## src/cpm_pkg.sv

```systemverilog
// ----------------------------------------------------------------------------
// cpm_pkg: shared types and constants of the charge port monitor
// Event codes, decoded event format, register layout and arithmetic constants.
// ----------------------------------------------------------------------------
package cpm_pkg;

  localparam int NUM_PORTS = 3;
  localparam int CH_W      = 2;

  localparam int MA_W      = 11;
  localparam int ADC_W     = 10;
  localparam int MAH_W     = 16;
  localparam int LOWC_W    = 16;
  localparam int BLINK_W   = 8;

  // charge is kept as quotient and remainder of the accumulator by 3600
  localparam int          QUO_W     = 21;
  localparam int          REM_W     = 12;
  localparam logic [REM_W-1:0] MAH_DIV = 12'd3600;
  // 2^32 = QUO_MAX * 3600 + WRAP_REM
  localparam logic [QUO_W-1:0] QUO_MAX  = 21'd1193046;
  localparam logic [REM_W-1:0] WRAP_REM = 12'd1696;

  // x / 5 == (x * DIV5_MUL) >> 18 for x < 2^16
  localparam logic [15:0] DIV5_MUL  = 16'd52429;
  // x / 100 == (x * DIV100_MUL) >> 19 for x < 2^11
  localparam logic [12:0] DIV100_MUL = 13'd5243;

  localparam logic [MA_W-1:0]   CUT_THR_RST   = 11'd100;
  localparam logic [LOWC_W-1:0] CUT_TICKS_RST = 16'd180;
  localparam logic [LOWC_W-1:0] LOWC_MAX      = 16'hFFFF;
  localparam logic [BLINK_W-1:0] MISS_LIMIT   = 8'd2;

  localparam int ADDR_W = 3;
  localparam int DATA_W = 32;
  localparam logic REG_CUT_THR   = 1'b0;
  localparam logic REG_CUT_TICKS = 1'b1;

  localparam int QDEPTH = 2;
  localparam int QPTR_W = $clog2(QDEPTH);
  localparam int QCNT_W = $clog2(QDEPTH + 1);

  typedef enum logic [2:0] {
    OP_SAMPLE  = 3'd0,
    OP_SECOND  = 3'd1,
    OP_BLINK   = 3'd2,
    OP_REARM   = 3'd3,
    OP_CLEAR   = 3'd4,
    OP_PRELOAD = 3'd5,
    OP_TOGGLE  = 3'd6
  } op_e;

  typedef struct packed {
    op_e              op;
    logic [CH_W-1:0]  ch;
    logic             ch_ok;
    logic [MA_W-1:0]  ma;
    logic [MAH_W-1:0] pre;
  } cmd_t;

  typedef struct packed {
    logic [MA_W-1:0]   cut_thr;
    logic [LOWC_W-1:0] cut_ticks;
  } cfg_t;

endpackage

```

## src/cpm_front.sv

```systemverilog
// ----------------------------------------------------------------------------
// cpm_front: event decode
// Checks the channel and scales the converter reading to milliamps.
// ----------------------------------------------------------------------------
module cpm_front (
  input  logic [2:0]                  opcode_i,
  input  logic [cpm_pkg::CH_W-1:0]    channel_i,
  input  logic [cpm_pkg::ADC_W-1:0]   adc_sample_i,
  input  logic [cpm_pkg::MAH_W-1:0]   preload_mah_i,
  output cpm_pkg::cmd_t               cmd_o
);

  logic [12:0] adc_x8;
  logic [28:0] prod;

  // adc * 8 / 5 by reciprocal
  assign adc_x8 = {adc_sample_i, 3'b000};
  assign prod   = 29'(adc_x8) * 29'(cpm_pkg::DIV5_MUL);

  always_comb begin
    cmd_o.op    = cpm_pkg::op_e'(opcode_i);
    cmd_o.ch    = channel_i;
    cmd_o.ch_ok = (32'(channel_i) < cpm_pkg::NUM_PORTS);
    cmd_o.ma    = prod[28:18];
    cmd_o.pre   = preload_mah_i;
  end

endmodule

```

## src/cpm_queue.sv

```systemverilog
// ----------------------------------------------------------------------------
// cpm_queue: decoded event queue
// Short FIFO between decode and execution.
// ----------------------------------------------------------------------------
module cpm_queue (
  input  logic          clk_i,
  input  logic          rst_ni,
  input  logic          push_i,
  input  cpm_pkg::cmd_t push_data_i,
  output logic          full_o,
  input  logic          pop_i,
  output logic          valid_o,
  output cpm_pkg::cmd_t pop_data_o
);

  cpm_pkg::cmd_t                  mem_q [cpm_pkg::QDEPTH];
  logic [cpm_pkg::QPTR_W-1:0]     wr_ptr_q, rd_ptr_q;
  logic [cpm_pkg::QCNT_W-1:0]     cnt_q, cnt_d;

  assign full_o     = (cnt_q == cpm_pkg::QCNT_W'(cpm_pkg::QDEPTH));
  assign valid_o    = (cnt_q != '0);
  assign pop_data_o = mem_q[rd_ptr_q];

  always_comb begin
    cnt_d = cnt_q;
    if (push_i && !pop_i) begin
      cnt_d = cnt_q + 1'b1;
    end else if (pop_i && !push_i) begin
      cnt_d = cnt_q - 1'b1;
    end
  end

  always_ff @(posedge clk_i or negedge rst_ni) begin
    if (!rst_ni) begin
      wr_ptr_q <= '0;
      rd_ptr_q <= '0;
      cnt_q    <= '0;
    end else begin
      cnt_q <= cnt_d;
      if (push_i) begin
        wr_ptr_q <= (32'(wr_ptr_q) == cpm_pkg::QDEPTH - 1) ? '0 : wr_ptr_q + 1'b1;
      end
      if (pop_i) begin
        rd_ptr_q <= (32'(rd_ptr_q) == cpm_pkg::QDEPTH - 1) ? '0 : rd_ptr_q + 1'b1;
      end
    end
  end

  always_ff @(posedge clk_i) begin
    if (push_i) begin
      mem_q[wr_ptr_q] <= push_data_i;
    end
  end

endmodule

```

## src/cpm_back.sv

```systemverilog
// ----------------------------------------------------------------------------
// cpm_back: event execution
// Holds the per-port state, applies one event per cycle unless the output stalls, registers the result.
// ----------------------------------------------------------------------------
module cpm_back (
  input  logic                        clk_i,
  input  logic                        rst_ni,
  input  cpm_pkg::cfg_t               cfg_i,
  input  logic                        cmd_valid_i,
  input  cpm_pkg::cmd_t               cmd_i,
  output logic                        cmd_pop_o,
  output logic                        out_valid_o,
  input  logic                        out_stall_i,
  output logic [cpm_pkg::CH_W-1:0]    channel_out_o,
  output logic                        output_on_o,
  output logic                        led_on_o,
  output logic [cpm_pkg::MA_W-1:0]    current_ma_o,
  output logic [cpm_pkg::MAH_W-1:0]   charge_mah_o,
  output logic                        charge_changed_o,
  output logic                        auto_stop_on_o
);

  localparam int NP = cpm_pkg::NUM_PORTS;

  logic [cpm_pkg::MA_W-1:0]    cur_q   [NP];
  logic [cpm_pkg::LOWC_W-1:0]  low_q   [NP];
  logic [cpm_pkg::QUO_W-1:0]   quo_q   [NP];
  logic [cpm_pkg::REM_W-1:0]   rem_q   [NP];
  logic [cpm_pkg::MAH_W-1:0]   last_q  [NP];
  logic [cpm_pkg::BLINK_W-1:0] bcnt_q  [NP];
  logic [cpm_pkg::BLINK_W-1:0] bmiss_q [NP];
  logic [NP-1:0]               outst_q, led_q, auto_q;

  logic [cpm_pkg::MA_W-1:0]    cur_d;
  logic [cpm_pkg::LOWC_W-1:0]  low_d;
  logic [cpm_pkg::QUO_W-1:0]   quo_d;
  logic [cpm_pkg::REM_W-1:0]   rem_d;
  logic [cpm_pkg::MAH_W-1:0]   last_d;
  logic [cpm_pkg::BLINK_W-1:0] bcnt_d, bmiss_d;
  logic                        outst_d, led_d, auto_d, changed_d;

  logic [cpm_pkg::CH_W-1:0]    pidx;
  logic [12:0]                 rsum;
  logic [23:0]                 div100_prod;
  logic [4:0]                  cur_div100;
  logic                        is_low;
  logic [cpm_pkg::LOWC_W-1:0]  low_inc;

  logic                        res_valid_q;
  logic [cpm_pkg::CH_W-1:0]    res_ch_q;
  logic                        res_out_q, res_led_q, res_chg_q, res_auto_q;
  logic [cpm_pkg::MA_W-1:0]    res_cur_q;
  logic [cpm_pkg::MAH_W-1:0]   res_mah_q;

  assign pidx      = cmd_i.ch_ok ? cmd_i.ch : '0;
  assign cmd_pop_o = cmd_valid_i && (!res_valid_q || !out_stall_i);

  assign rsum        = 13'(rem_q[pidx]) + 13'(cur_q[pidx]);
  assign div100_prod = 24'(cur_q[pidx]) * 24'(cpm_pkg::DIV100_MUL);
  assign cur_div100  = div100_prod[23:19];
  assign is_low      = (cmd_i.ma < cfg_i.cut_thr);
  assign low_inc     = (low_q[pidx] == cpm_pkg::LOWC_MAX) ? low_q[pidx] : low_q[pidx] + 1'b1;

  always_comb begin
    cur_d     = cur_q[pidx];
    low_d     = low_q[pidx];
    quo_d     = quo_q[pidx];
    rem_d     = rem_q[pidx];
    last_d    = last_q[pidx];
    bcnt_d    = bcnt_q[pidx];
    bmiss_d   = bmiss_q[pidx];
    outst_d   = outst_q[pidx];
    led_d     = led_q[pidx];
    auto_d    = auto_q[pidx];
    changed_d = 1'b0;
    unique case (cmd_i.op)
      cpm_pkg::OP_SAMPLE: begin
        if (auto_q[pidx]) begin
          cur_d = cmd_i.ma;
          if (is_low) begin
            low_d = low_inc;
            if (low_inc >= cfg_i.cut_ticks) begin
              outst_d = 1'b0;
            end
          end else begin
            low_d = '0;
          end
        end
      end
      cpm_pkg::OP_SECOND: begin
        // 32-bit accumulator wrap lands past QUO_MAX quotients
        if (quo_q[pidx] == cpm_pkg::QUO_MAX && rsum >= 13'(cpm_pkg::WRAP_REM)) begin
          quo_d = '0;
          rem_d = 12'(rsum - 13'(cpm_pkg::WRAP_REM));
        end else if (rsum >= 13'(cpm_pkg::MAH_DIV)) begin
          quo_d = quo_q[pidx] + 1'b1;
          rem_d = 12'(rsum - 13'(cpm_pkg::MAH_DIV));
        end else begin
          rem_d = 12'(rsum);
        end
        if (quo_d[cpm_pkg::MAH_W-1:0] != last_q[pidx]) begin
          last_d    = quo_d[cpm_pkg::MAH_W-1:0];
          changed_d = 1'b1;
        end
      end
      cpm_pkg::OP_BLINK: begin
        bcnt_d = bcnt_q[pidx] + 1'b1;
        if (bcnt_d[0]) begin
          led_d = 1'b0;
        end else if (7'(bcnt_d[7:1]) <= 7'(cur_div100)) begin
          led_d   = 1'b1;
          bmiss_d = '0;
        end else begin
          bmiss_d = bmiss_q[pidx] + 1'b1;
          led_d   = 1'b0;
          if (bmiss_d >= cpm_pkg::MISS_LIMIT) begin
            bcnt_d = '0;
          end
        end
      end
      cpm_pkg::OP_REARM: begin
        outst_d = 1'b1;
        led_d   = 1'b1;
        low_d   = '0;
      end
      cpm_pkg::OP_CLEAR: begin
        quo_d = '0;
        rem_d = '0;
      end
      cpm_pkg::OP_PRELOAD: begin
        quo_d = cpm_pkg::QUO_W'(cmd_i.pre);
        rem_d = '0;
      end
      cpm_pkg::OP_TOGGLE: begin
        if (auto_q[pidx]) begin
          auto_d  = 1'b0;
          outst_d = 1'b1;
        end else begin
          auto_d = 1'b1;
        end
      end
      default: begin
      end
    endcase
  end

  always_ff @(posedge clk_i or negedge rst_ni) begin
    if (!rst_ni) begin
      for (int p = 0; p < NP; p++) begin
        cur_q[p]   <= '0;
        low_q[p]   <= '0;
        quo_q[p]   <= '0;
        rem_q[p]   <= '0;
        last_q[p]  <= '0;
        bcnt_q[p]  <= '0;
        bmiss_q[p] <= '0;
      end
      outst_q <= '1;
      led_q   <= '1;
      auto_q  <= '1;
    end else if (cmd_pop_o && cmd_i.ch_ok) begin
      cur_q[pidx]   <= cur_d;
      low_q[pidx]   <= low_d;
      quo_q[pidx]   <= quo_d;
      rem_q[pidx]   <= rem_d;
      last_q[pidx]  <= last_d;
      bcnt_q[pidx]  <= bcnt_d;
      bmiss_q[pidx] <= bmiss_d;
      outst_q[pidx] <= outst_d;
      led_q[pidx]   <= led_d;
      auto_q[pidx]  <= auto_d;
    end
  end

  always_ff @(posedge clk_i or negedge rst_ni) begin
    if (!rst_ni) begin
      res_valid_q <= 1'b0;
    end else if (cmd_pop_o) begin
      res_valid_q <= 1'b1;
    end else if (!out_stall_i) begin
      res_valid_q <= 1'b0;
    end
  end

  // out-of-range channel reports its channel number with zeros in all other fields
  always_ff @(posedge clk_i) begin
    if (cmd_pop_o) begin
      res_ch_q   <= cmd_i.ch;
      res_out_q  <= cmd_i.ch_ok & outst_d;
      res_led_q  <= cmd_i.ch_ok & led_d;
      res_cur_q  <= cmd_i.ch_ok ? cur_d : '0;
      res_mah_q  <= cmd_i.ch_ok ? quo_d[cpm_pkg::MAH_W-1:0] : '0;
      res_chg_q  <= cmd_i.ch_ok & changed_d;
      res_auto_q <= cmd_i.ch_ok & auto_d;
    end
  end

  assign out_valid_o      = res_valid_q;
  assign channel_out_o    = res_ch_q;
  assign output_on_o      = res_out_q;
  assign led_on_o         = res_led_q;
  assign current_ma_o     = res_cur_q;
  assign charge_mah_o     = res_mah_q;
  assign charge_changed_o = res_chg_q;
  assign auto_stop_on_o   = res_auto_q;

  a_rem_bound: assert property (@(posedge clk_i) disable iff (!rst_ni)
    cmd_valid_i |-> rem_q[pidx] < cpm_pkg::MAH_DIV)
    else $error("charge remainder out of range");

  a_quo_bound: assert property (@(posedge clk_i) disable iff (!rst_ni)
    cmd_valid_i |-> quo_q[pidx] <= cpm_pkg::QUO_MAX)
    else $error("charge quotient beyond accumulator range");

  a_cut_off: assert property (@(posedge clk_i) disable iff (!rst_ni)
    cmd_pop_o && cmd_i.ch_ok && cmd_i.op == cpm_pkg::OP_SAMPLE && auto_q[pidx] && is_low
      && low_inc >= cfg_i.cut_ticks |=> !outst_q[$past(pidx)])
    else $error("output not switched off after low-current run");

  a_low_sat: assert property (@(posedge clk_i) disable iff (!rst_ni)
    cmd_pop_o && cmd_i.ch_ok && cmd_i.op == cpm_pkg::OP_SAMPLE && auto_q[pidx] && is_low
      && low_q[pidx] == cpm_pkg::LOWC_MAX |=> low_q[$past(pidx)] == cpm_pkg::LOWC_MAX)
    else $error("low-current counter wrapped");

endmodule

```

## src/charge_port_monitor_core.sv

```systemverilog
// ----------------------------------------------------------------------------
// charge_port_monitor_core: three-port charging monitor
// A beat accepted at the input sits in the queue, executes when the back end
// pops it and leaves from the result register; output stalls can hold it back.
// Throughput: one item per cycle while out_stall_i is low; the back end
// executes one event per cycle, the two-beat queue absorbs output stalls.
// Reset: all ports output on, LED on, auto-stop on, counters and charge zero;
// cut threshold 100 mA, cut ticks 180.
// ----------------------------------------------------------------------------
module charge_port_monitor_core (
  input  logic                           clk_i,
  input  logic                           rst_ni,
  input  logic                           psel,
  input  logic                           penable,
  input  logic                           pwrite,
  input  logic [cpm_pkg::ADDR_W-1:0]     paddr,
  input  logic [cpm_pkg::DATA_W-1:0]     pwdata,
  output logic [cpm_pkg::DATA_W-1:0]     prdata,
  output logic                           pready,
  input  logic                           in_valid_i,
  output logic                           in_stall_o,
  input  logic [2:0]                     opcode_i,
  input  logic [cpm_pkg::CH_W-1:0]       channel_i,
  input  logic [cpm_pkg::ADC_W-1:0]      adc_sample_i,
  input  logic [cpm_pkg::MAH_W-1:0]      preload_mah_i,
  output logic                           out_valid_o,
  input  logic                           out_stall_i,
  output logic [cpm_pkg::CH_W-1:0]       channel_out_o,
  output logic                           output_on_o,
  output logic                           led_on_o,
  output logic [cpm_pkg::MA_W-1:0]       current_ma_o,
  output logic [cpm_pkg::MAH_W-1:0]      charge_mah_o,
  output logic                           charge_changed_o,
  output logic                           auto_stop_on_o
);

  cpm_pkg::cfg_t cfg_q;
  cpm_pkg::cmd_t front_cmd, head_cmd;
  logic          q_full, q_valid, q_pop, push;
  logic          cfg_wr;

  assign pready = 1'b1;
  assign cfg_wr = psel && penable && pwrite && pready;

  always_ff @(posedge clk_i or negedge rst_ni) begin
    if (!rst_ni) begin
      cfg_q.cut_thr   <= cpm_pkg::CUT_THR_RST;
      cfg_q.cut_ticks <= cpm_pkg::CUT_TICKS_RST;
    end else if (cfg_wr) begin
      if (paddr[2] == cpm_pkg::REG_CUT_THR) begin
        cfg_q.cut_thr <= pwdata[cpm_pkg::MA_W-1:0];
      end else begin
        cfg_q.cut_ticks <= pwdata[cpm_pkg::LOWC_W-1:0];
      end
    end
  end

  always_comb begin
    if (paddr[2] == cpm_pkg::REG_CUT_TICKS) begin
      prdata = cpm_pkg::DATA_W'(cfg_q.cut_ticks);
    end else begin
      prdata = cpm_pkg::DATA_W'(cfg_q.cut_thr);
    end
  end

  assign in_stall_o = q_full;
  assign push       = in_valid_i && !q_full;

  cpm_front u_front (
    .opcode_i      (opcode_i),
    .channel_i     (channel_i),
    .adc_sample_i  (adc_sample_i),
    .preload_mah_i (preload_mah_i),
    .cmd_o         (front_cmd)
  );

  cpm_queue u_queue (
    .clk_i       (clk_i),
    .rst_ni      (rst_ni),
    .push_i      (push),
    .push_data_i (front_cmd),
    .full_o      (q_full),
    .pop_i       (q_pop),
    .valid_o     (q_valid),
    .pop_data_o  (head_cmd)
  );

  cpm_back u_back (
    .clk_i            (clk_i),
    .rst_ni           (rst_ni),
    .cfg_i            (cfg_q),
    .cmd_valid_i      (q_valid),
    .cmd_i            (head_cmd),
    .cmd_pop_o        (q_pop),
    .out_valid_o      (out_valid_o),
    .out_stall_i      (out_stall_i),
    .channel_out_o    (channel_out_o),
    .output_on_o      (output_on_o),
    .led_on_o         (led_on_o),
    .current_ma_o     (current_ma_o),
    .charge_mah_o     (charge_mah_o),
    .charge_changed_o (charge_changed_o),
    .auto_stop_on_o   (auto_stop_on_o)
  );

endmodule

```

## config.mk

```make
export PLATFORM = sky130hd
export DESIGN_NAME = charge_port_monitor_core
export DESIGN_NICKNAME = d
export VERILOG_FILES = /design/src/cpm_pkg.sv /design/src/cpm_front.sv /design/src/cpm_queue.sv /design/src/cpm_back.sv /design/src/charge_port_monitor_core.sv
export SDC_FILE = /design/constraint.sdc
export NUM_CORES = 1
export LEC_CHECK = 0
export BUFFER_PORTS_ARGS = -buffer_cell sky130_fd_sc_hd__buf_2
export CORE_ASPECT_RATIO = 0.5
export CORE_UTILIZATION = 55
export DETAILED_ROUTE_END_ITERATION = 8
export PLACE_DENSITY = 0.8
export SLEW_MARGIN = 5
export SYNTH_ARGS = -nofsm -noshare
export SYNTH_HDL_FRONTEND = slang
export SYNTH_SLANG_ARGS = --single-unit
```

## constraint.sdc

```tcl
create_clock -name clk_i -period 10.72 [get_ports clk_i]
set_clock_uncertainty 0.2 [all_clocks]
set_input_delay 0 -clock clk_i [delete_from_list [all_inputs] [get_ports clk_i]]
set_output_delay 0 -clock clk_i [all_outputs]
set_load 0.01 [all_outputs]
```

== Word-level counts from Yosys, hierarchy flattened ==
Memories as Yosys holds them, arrays and structs flattened.
Cells that the tools add are included.
Widths: inputs -> output; s select.

* Bits in registers: 350
* Bits in latches: 0
* RAM bits: 66
* Memory bits (read-only): 0
* Input port bits: 73
* Logic and storage cells: 194
* Memories: 1

* Add/subtract/negate cells: 11
* Multiply operators: 2
* Div/mod/pow operators: 0
* $lt $le $gt $ge: 11
* Eq/ne operators: 11
* Shift operators: 0
* Mux-type cells: 93
* Bitwise gates (word level): 6
* Reduce and logical (&&, ||, !) cells: 22

{| class="wikitable"
|+ Memory list
! name !! words !! width !! rd ports !! clocked after Yosys merged registers in !! wr ports !! line !! RTL
|-
| u_queue.mem_q || 2 || 33 || 1 || 0 || 1 || cpm_queue.sv:16 || <nowiki>cpm_pkg::cmd_t mem_q [cpm_pkg::QDEPTH];</nowiki>
|}

{| class="wikitable"
|+ Operators with widths
! kind !! count
|-
| $mux 16 || 11
|-
| $mux 21 || 6
|-
| $bwmux 48 || 2
|-
| $mux 8 || 12
|-
| $bmux 16 s2 || 2
|-
| $bwmux 63 || 1
|-
| $pmux 21 s3 || 1
|-
| $mux 12 || 5
|-
| $mux 11 || 5
|-
| $bwmux 24 || 2
|-
| $bmux 21 s2 || 1
|-
| $demux 21 s2 || 1
|-
| $bwmux 36 || 1
|-
| $bwmux 33 || 1
|-
| $bmux 8 s2 || 2
|-
| $demux 16 s2 || 1
|-
| $pmux 16 s2 || 1
|-
| $mul 10x16->26 const B || 1
|-
| $bmux 12 s2 || 1
|-
| $demux 12 s2 || 1
|-
| $mul 11x13->24 const B || 1
|-
| $pmux 12 s2 || 1
|-
| $bmux 11 s2 || 1
|-
| $demux 11 s2 || 1
|-
| 46 further kinds || 94
|}

== Longest topological paths before layout ==
Gate-level depths: netlist of run 1.
An unclocked memory read counts as a cell.

* Depth in word-level cells: 15
* Mapped depth: 48
* Mapped depth without buffers: 39

== Hierarchy ==
From an unflattened synthesis of run 1, not the netlist that was laid out.

* Cell total of the unflattened synthesis: 2,761
* Area, all modules: 27,063.5 um^2

{| class="wikitable"
|+ Modules (own cells, without submodules)
! module !! instances !! cells an instance !! area each (um^2) !! seq. area each (um^2)
|-
| cpm_back || 1 || 2,287 || 20,523.4 || 8,159.1
|-
| cpm_queue || 1 || 119 || 2,722.6 || 2,082.0
|-
| cpm_front || 1 || 259 || 2,407.3 || 0.0
|-
| charge_port_monitor_core || 1 || 96 || 1,410.1 || 684.4
|}

== Least setup slack after synthesis of run 1 ==
OpenSTA, ideal clock, no wires.

* Kind: register to register
* Start: reg u_queue.rd_ptr_q
* End: reg u_back.bcnt_q[12] (netlist bit)
* Setup time: 65 ps
* Data arrival time: 8,947 ps
* Data required time: 10,455 ps
* Setup slack: 1,508 ps
* Stages on the path, launching flop included: 44
* Period minus slack after synthesis: 9,212 ps
* Cells stage by stage: dfrtp_1 > buf_6 > mux2i_4 > inv_2 > nor2_1 > buf_4 > buf_2 > buf_2 > buf_2 > buf_2 > buf_2 > clkbuf_1 > buf_1 > a22oi_1 > nor2_1 > a21oi_1 > inv_1 > fa_1 > [... 8 more ...] > o21ai_0 > a21oi_1 > o31ai_1 > a211oi_1 > or3_1 > nand2_1 > ha_1 > nor2b_1 > o21a_1 > o21a_1 > o21ai_0 > inv_1 > o22ai_1 > o21ai_1 > a21oi_1 > a21oi_1 > o21ai_0 > mux2_2

{| class="wikitable"
|+ RTL lines
! what !! line !! RTL
|-
| start, declared || cpm_queue.sv:17 || <nowiki>logic [cpm_pkg::QPTR_W-1:0] wr_ptr_q, rd_ptr_q;</nowiki>
|-
| start signal, assigned || cpm_queue.sv:44 || <nowiki>rd_ptr_q <= (32'(rd_ptr_q) == cpm_pkg::QDEPTH - 1) ? '0 : rd_ptr_q + 1'b1;</nowiki>
|-
| end signal, assigned by index || cpm_back.sv:167 || <nowiki>bcnt_q[pidx] <= bcnt_d;</nowiki>
|-
| end, declared || cpm_back.sv:30 || <nowiki>logic [cpm_pkg::BLINK_W-1:0] bcnt_q [NP];</nowiki>
|}

== Worst setup path in the final report of run 1 ==
* Start: reg u_queue.rd_ptr_q
* End: reg u_back.bcnt_q[20] (netlist bit)

* Cells in the longest elaborated chain, start to end: 13
* Elaborated cells on any way between the ends: 29

{| class="wikitable"
|+ RTL lines
! what
|-
| $mem_v2 2x33 *
|-
| parallel branches: the longest is 12 deep, another holds $mul 11x13->24
|}

Every way passes the cells marked *. The select of a mux whose other input is x is not followed.
A chain may end at the register's enable or synchronous reset.

==> flow_summary_export.csv, run 1 <==
group,metric,value,unit
routing,wl_per_cell,19.7,µm
logic_synthesis,synth-simple-area-share,13.7,%
sta,tightest_slew,1070,ps
clock_tree,clock_latency,560,ps
sta,setup_ws,636,ps
sta,fmax,99.2,MHz
global_route,grt_pass1_vias,20900,
sta,drv_slew,0,
critical_path,cpLargestDelayFamily,"compound AO/OA/AOI/OAI gates",
die,num_rows,56,
logic_synthesis,syn_inst,2698,
global_route,antenna_found_initial,0,
routing,vias,21000,
die,io_pins,141,
min_path,min_path_type,"in2reg",
power,p_leak,13.8,nW
sta,grt_setup_unrepaired,"false",
sta,setup_viol,0,
clock_tree,htree_levels,2,
routing,drtIter0Drc,2017,
critical_path,end_kind,"flop",
sta,finalCriticalPeriod,10080,ps
clock_tree,clkSlewWorstSetupHoldPaths,70,ps
logic_synthesis,synthAdderAreaFrac,14.8,%
die,core,0.0471,mm²
min_path,hold_depth,3,
routing,antenna_left,0,
critical_path,critPathBufInv,5,
routing,first_pass_iters,6,
routing,wl,68500,µm
clock_tree,cts_setup_buffers,0,
logic_synthesis,synth_top_family_by_area,"adder cells",
power,p_per_area,231,mW/mm²
critical_path,ff2ff_path_depth,34,
die,start_util,56.0,%
logic_synthesis,ys.warnings.count,0,
critical_path,path_max_fanout,18,
min_path,holdPathEnd,"cfg_q[11]$_DFFE_PN0P_",
global_route,grt_max_degree,96,
clock_tree,cts_sinks,416,
finish,drive_gt1_share,14.1,%
critical_path,worstReg2RegEnd,"u_back.bcnt_q[20]$_DFFE_PN0P_",
die,die_h,157,µm
global_route,track_usage,28.3,%
placement,post-place-ws,874,ps
routing,route.detailed.drc,0,
sta,final_hold_viol_count,0,
placement,io_buffers,105,
logic_synthesis,synth_edf_count,99,
clock_tree,cts_tree,"done",
placement,dpl.hpwl,45200,µm
logic_synthesis,ys_dominant_reg_cell,"dfrtp_1",
clock_tree,ctsHoldBuffers,59,
critical_path,crit_arrival,10380,ps
finish,mostFrequentLayoutCells,"nand2_1 (431), dfrtp_1 (300), o21ai_0 (229)",
logic_synthesis,synth_compound_area_share,14.5,%
sta,slew_headroom,28.5,%
logic_synthesis,async_reset_ff_share,76.2,%
logic_synthesis,synth_mux_area_share,7.68,%
run_status,status,"complete, no violations",
finish,nets,3154,
sta,fin_tns_setup,0,ps
critical_path,cpPeakStageDelay,710,ps
routing,vias_per_cell,6.02,
critical_path,critPathRequiredTime,11020,ps
placement,gp_congestion,0.931,
die,fp.dieW,312,µm
critical_path,rrSetupSlack,640,ps
finish,syn2layout_area_growth,11.4,%
global_route,grt-ovfl-total,0,
logic_synthesis,ys_seq_elements,416,
finish,n_antenna_cell,0,
global_route,grt_pass1_wl,111000,µm
die,dieArea,0.0489,mm²
critical_path,cpMostUsedCell,"fa_1",
clock_tree,cts_resized,0,
finish,layout_commonest_cell,"nand2_1",
clock_tree,numCtsBuffers,40,
run,drv_cap,0,
clock_tree,clockBufferDepth,3,
logic_synthesis,avgSynthCellArea,9.77,µm²
clock_tree,cts-root-buf,"clkbuf_16",
critical_path,worst_path_max_delay_cell,"dfrtp_2",
logic_synthesis,synthXorXnorAreaFrac,2.49,%
logic_synthesis,synth_area,0.0264,mm²
critical_path,critPathKind,"reg2reg",
sta,hold_ws,6.07,ps
finish,final_cells,3481,
sta,finalCritPeriodShare,94.1,%
critical_path,worstSetupStartpointType,"flop",
min_path,worstHoldStart,"pwdata[11]",
logic_synthesis,synth.distinct_cells,92,
power,irDropWorstVdd,0.000130,V
critical_path,rr_startpoint,"u_queue.rd_ptr_q$_DFFE_PN0P_",
logic_synthesis,ys_seq_area_share,41.5,%
placement,placed_cells,3348,
-- worst register-to-register path: cells and delay by family, from the launching register on --
| family | cells | cell delay (ps) |
|---|---|---|
| mux | 2 | 730 |
| buf+inv | 5 | 880 |
| compound gates | 15 | 3230 |
| simple gates | 5 | 1200 |
| fa+ha+maj | 7 | 3060 |
| flops | 1 | 710 |
-- layout make-up --
cell class | instances | area (µm²)
clock buffer | 54 | 1120
clock inverter | 20 | 183
fill | 3763 | 17700
inverter | 195 | 732
multi-input combinational | 1955 | 14100
sequential | 416 | 10900
tap | 638 | 798
timing repair buffer | 203 | 1450
-- report_power, final --
group / leakage [nW] / switching [mW] / internal (mW)
Clock: 0.654 / 0.624 / 0.813
Sequential: 5.23 / 0.172 / 2.05
Combinational: 7.94 / 2.05 / 1.06
-- synth_stat cells, drive strengths merged, types with 36 or more instances --
cell    instances  share of area, %
clkbuf         94               1.3
a22oi          85               2.4
ha            199               9.4
nor2          169               2.4
dfrtp         301                29
inv           194               2.8
and2           36              0.85
xnor2          51               1.7
fa             71               5.4
edfxtp         99                11
o21ai         233               4.4
mux2          145               6.2
a21oi          96               1.8
buf            53               1.2
nand2         434               6.2
-- cell families after synthesis --
group	Yosys count
compound gates	596
xor+xnor	75
fa+ha+maj	270
buf+inv	342
flops	416
mux	180
other cells	2
simple gates	817
-- registers in the layout, summed over array words and instances, names as in the netlist, 11 cells and up --
name and cells:
u_queue.mem_q 66, u_back.quo_q 63, u_back.last_q 48, u_back.low_q 48, u_back.rem_q 36, u_back.cur_q 33, cfg_q 27, u_back.bcnt_q 24
u_back.bmiss_q 24, u_back.charge_mah_o 16, u_back.current_ma_o 11
-- stage by stage --
step                util [%]  instance area [µm²]  power (mW)
global placement        58.3                27400        5.16
floorplan                  -                26400        4.30
global route            62.3                29400        7.19
finish                  62.3                29400        6.77
CTS                     62.3                29400        6.74
detailed placement      58.3                27400        5.27
-- how the worst max path moves through the flow --
stage          cells after the start  slack (ps)                    startpoint                            end
4_1_cts                           34         770  u_queue.rd_ptr_q$_DFFE_PN0P_   u_back.bcnt_q[5]$_DFFE_PN0P_
3_5_place_dp                      34         870  u_queue.rd_ptr_q$_DFFE_PN0P_   u_back.bcnt_q[5]$_DFFE_PN0P_
5_1_grt                           34          80  u_queue.rd_ptr_q$_DFFE_PN0P_   u_back.bcnt_q[5]$_DFFE_PN0P_
3_3_place_gp                      34        1130  u_queue.rd_ptr_q$_DFFE_PN0P_  u_back.bcnt_q[12]$_DFFE_PN0P_
6_report                          34         640  u_queue.rd_ptr_q$_DFFE_PN0P_  u_back.bcnt_q[20]$_DFFE_PN0P_
2_1_floorplan                     43        1510  u_queue.rd_ptr_q$_DFFE_PN0P_  u_back.bcnt_q[12]$_DFFE_PN0P_
-- routing by layer --
metal,share of wire [%],vias to the layer above,track usage [%]
li1,-,9647,-
met1,43,10300,38.1
met2,46,872,46.8
met3,7.5,166,4.40
met4,3.5,0,10.0
met5,0,-,0
(Power assumes the default switching activity.)
==> run 2, diff against run 1 <==
Clock period 10.72 ns to 11.9 ns, I/O delays scaled along.
==> flow_summary_export.csv, run 2 (synthesis gave the netlist of run 1 again) <==
group,metric,value,unit
clock_tree,cts_sinks,416,
finish,regMostFlops,"u_queue.mem_q",
clock_tree,clkSlewWorstSetupHoldPaths,60,ps
run_status,status,"finished with violations",
power,irDropWorstVdd,0.000125,V
placement,dpl.hpwl,45000,µm
critical_path,worst_path_max_delay_cell,"dfrtp_2",
die,dieArea,0.0489,mm²
finish,largest_reg_flops,66,
routing,first_pass_iters,7,
global_route,grt_max_degree,189,
routing,vias_per_cell,6.02,
critical_path,worstSetupStartpointType,"flop",
routing,drtIter0Drc,1928,
run_status,violations,"negative hold slack",
sta,fmax,97.9,MHz
critical_path,critPathKind,"reg2reg",
power,p_leak,13.8,nW
die,fp.dieW,312,µm
power,p_per_area,209,mW/mm²
critical_path,cpLargestDelayFamily,"compound AO/OA/AOI/OAI gates",
clock_tree,htree_levels,2,
finish,drive_gt1_share,13.9,%
finish,regArea,0.0109,mm²
global_route,grt_pass1_vias,21000,
die,core,0.0471,mm²
clock_tree,clock_latency,560,ps
sta,drv_slew,0,
die,num_rows,56,
critical_path,critPathRequiredTime,12190,ps
sta,hold_ws,-28.2,ps
critical_path,cpPeakStageDelay,730,ps
power,switching_share,41.8,%
sta,finalCriticalPeriod,10210,ps
routing,antenna_left,0,
critical_path,crit_arrival,10500,ps
global_route,antenna_found_initial,0,
placement,placed_cells,3341,
power,pwr-share-clk,22.1,%
routing,vias,20900,
power,p_total,6.15,mW
placement,io_buffers,105,
sta,setup_viol,0,
sta,grt_setup_unrepaired,"false",
clock_tree,cts-root-buf,"clkbuf_16",
sta,slew_headroom,24.2,%
power,p_switching,2.57,mW
routing,wl_per_cell,19.7,µm
finish,mostFrequentLayoutCells,"nand2_1 (431), dfrtp_1 (300), o21ai_0 (229)",
finish,final_cells,3475,
global_route,grt_pass1_wl,110000,µm
critical_path,critPathBufInv,5,
die,die_h,157,µm
global_route,grt-ovfl-total,0,
critical_path,cpMostUsedCell,"fa_1",
clock_tree,numCtsBuffers,41,
power,p_comb_share,45.3,%
run,drv_cap,0,
placement,gp_congestion,0.947,
min_path,min_path_type,"in2async",
finish,multi_input_area,0.0141,mm²
power,p_int,3.57,mW
critical_path,path_max_fanout,18,
critical_path,rrSetupSlack,1690,ps
finish,layout_commonest_cell,"nand2_1",
global_route,track_usage,28.2,%
routing,route.detailed.drc,0,
clock_tree,clockBufferDepth,3,
finish,nets,3147,
finish,top_regs,"u_queue.mem_q: 66 flops, u_back.quo_q: 63 flops",
routing,wl,68300,µm
critical_path,end_kind,"flop",
finish,syn2layout_area_growth,11.4,%
clock_tree,cts_resized,0,
die,start_util,56.0,%
finish,n_antenna_cell,0,
sta,final_hold_viol_count,53,
sta,tightest_slew,1140,ps
finish,fillers,3783,
power,p_seq_share,32.6,%
clock_tree,cts_tree,"done",
die,io_pins,141,
sta,fin_tns_setup,0,ps
sta,finalCritPeriodShare,85.8,%
-- run 2: cell count changes in the layout (fill, tap and decap cells not counted) --
| cell | change |
|---|---|
| clkbuf_1 | -1 |
| inv_6 | -1 |
| buf_4 | -7 |
| clkinv_1 | +3 |
| clkbuf_16 | +3 |
| clkinv_4 | -1 |
| clkinv_2 | -3 |
| clkinvlp_4 | +2 |
| buf_16 | -1 |
| bufinv_16 | +1 |
| clkbuf_8 | -1 |
-- run 2: layout make-up --
type	instances	share of cell area, %
well taps	638	2.72
clock inverters	21	0.703
flip-flops and latches	416	37.2
multi-input cells	1955	48.2
clock buffers	55	4.03
inverters	195	2.49
repair buffers	195	4.66
-- run 2: metal layers --
metal  vias to the layer above  track usage (%)  routed length (µm)
met2                       923             46.5               31800
li1                       9631                -                   -
met1                     10200             37.9               28900
met3                       168             3.98                5230
met5                         -                0                   0
met4                         0             10.9                2390
-- run 2: worst paths after layout --
kind	end	cells after the start	startpoint
setup / recovery	u_back.bcnt_q[20]$_DFFE_PN0P_	34	u_queue.rd_ptr_q$_DFFE_PN0P_
hold / removal	u_back.last_q[15]$_DFFE_PN0P_	2	rst_ni
setup reg to reg	u_back.bcnt_q[20]$_DFFE_PN0P_	34	u_queue.rd_ptr_q$_DFFE_PN0P_
hold reg to reg	u_back.rem_q[11]$_DFFE_PN0P_	2	u_back.rem_q[11]$_DFFE_PN0P_
max in group asynchronous	u_queue.rd_ptr_q$_DFFE_PN0P_	3	rst_ni
min in group clk_i	cfg_q[14]$_DFFE_PN0P_	3	pwdata[14]
-- run 2: stage by stage --
stage,setup WS (ps),utilization (%),cell area [µm²],hold slack [ps]
5_1_grt,1220,62.4,29400,19.1
6_report,1690,62.4,29400,-28.2
2_1_floorplan,2690,-,26400,-496
3_3_place_gp,2030,58.2,27400,-12.0
3_5_place_dp,1960,58.2,27400,-8.47
4_1_cts,1830,62.4,29400,3.46
-- run 2: power by group through the flow --
stage / Sequential (mW) / Combinational (mW) / Clock, mW
2_1_floorplan: 2.00 / 1.87 / 0
3_3_place_gp: 2.00 / 2.62 / 0
3_5_place_dp: 2.02 / 2.70 / 0
4_1_cts: 2.00 / 2.75 / 1.37
5_1_grt: 2.03 / 3.06 / 1.42
6_report: 2.01 / 2.78 / 1.36
-- run 2: what timing repair did --
item,CTS,global route
endpoints found under the hold margin,205,0
hold buffers,58,0
buffers inserted,0,0
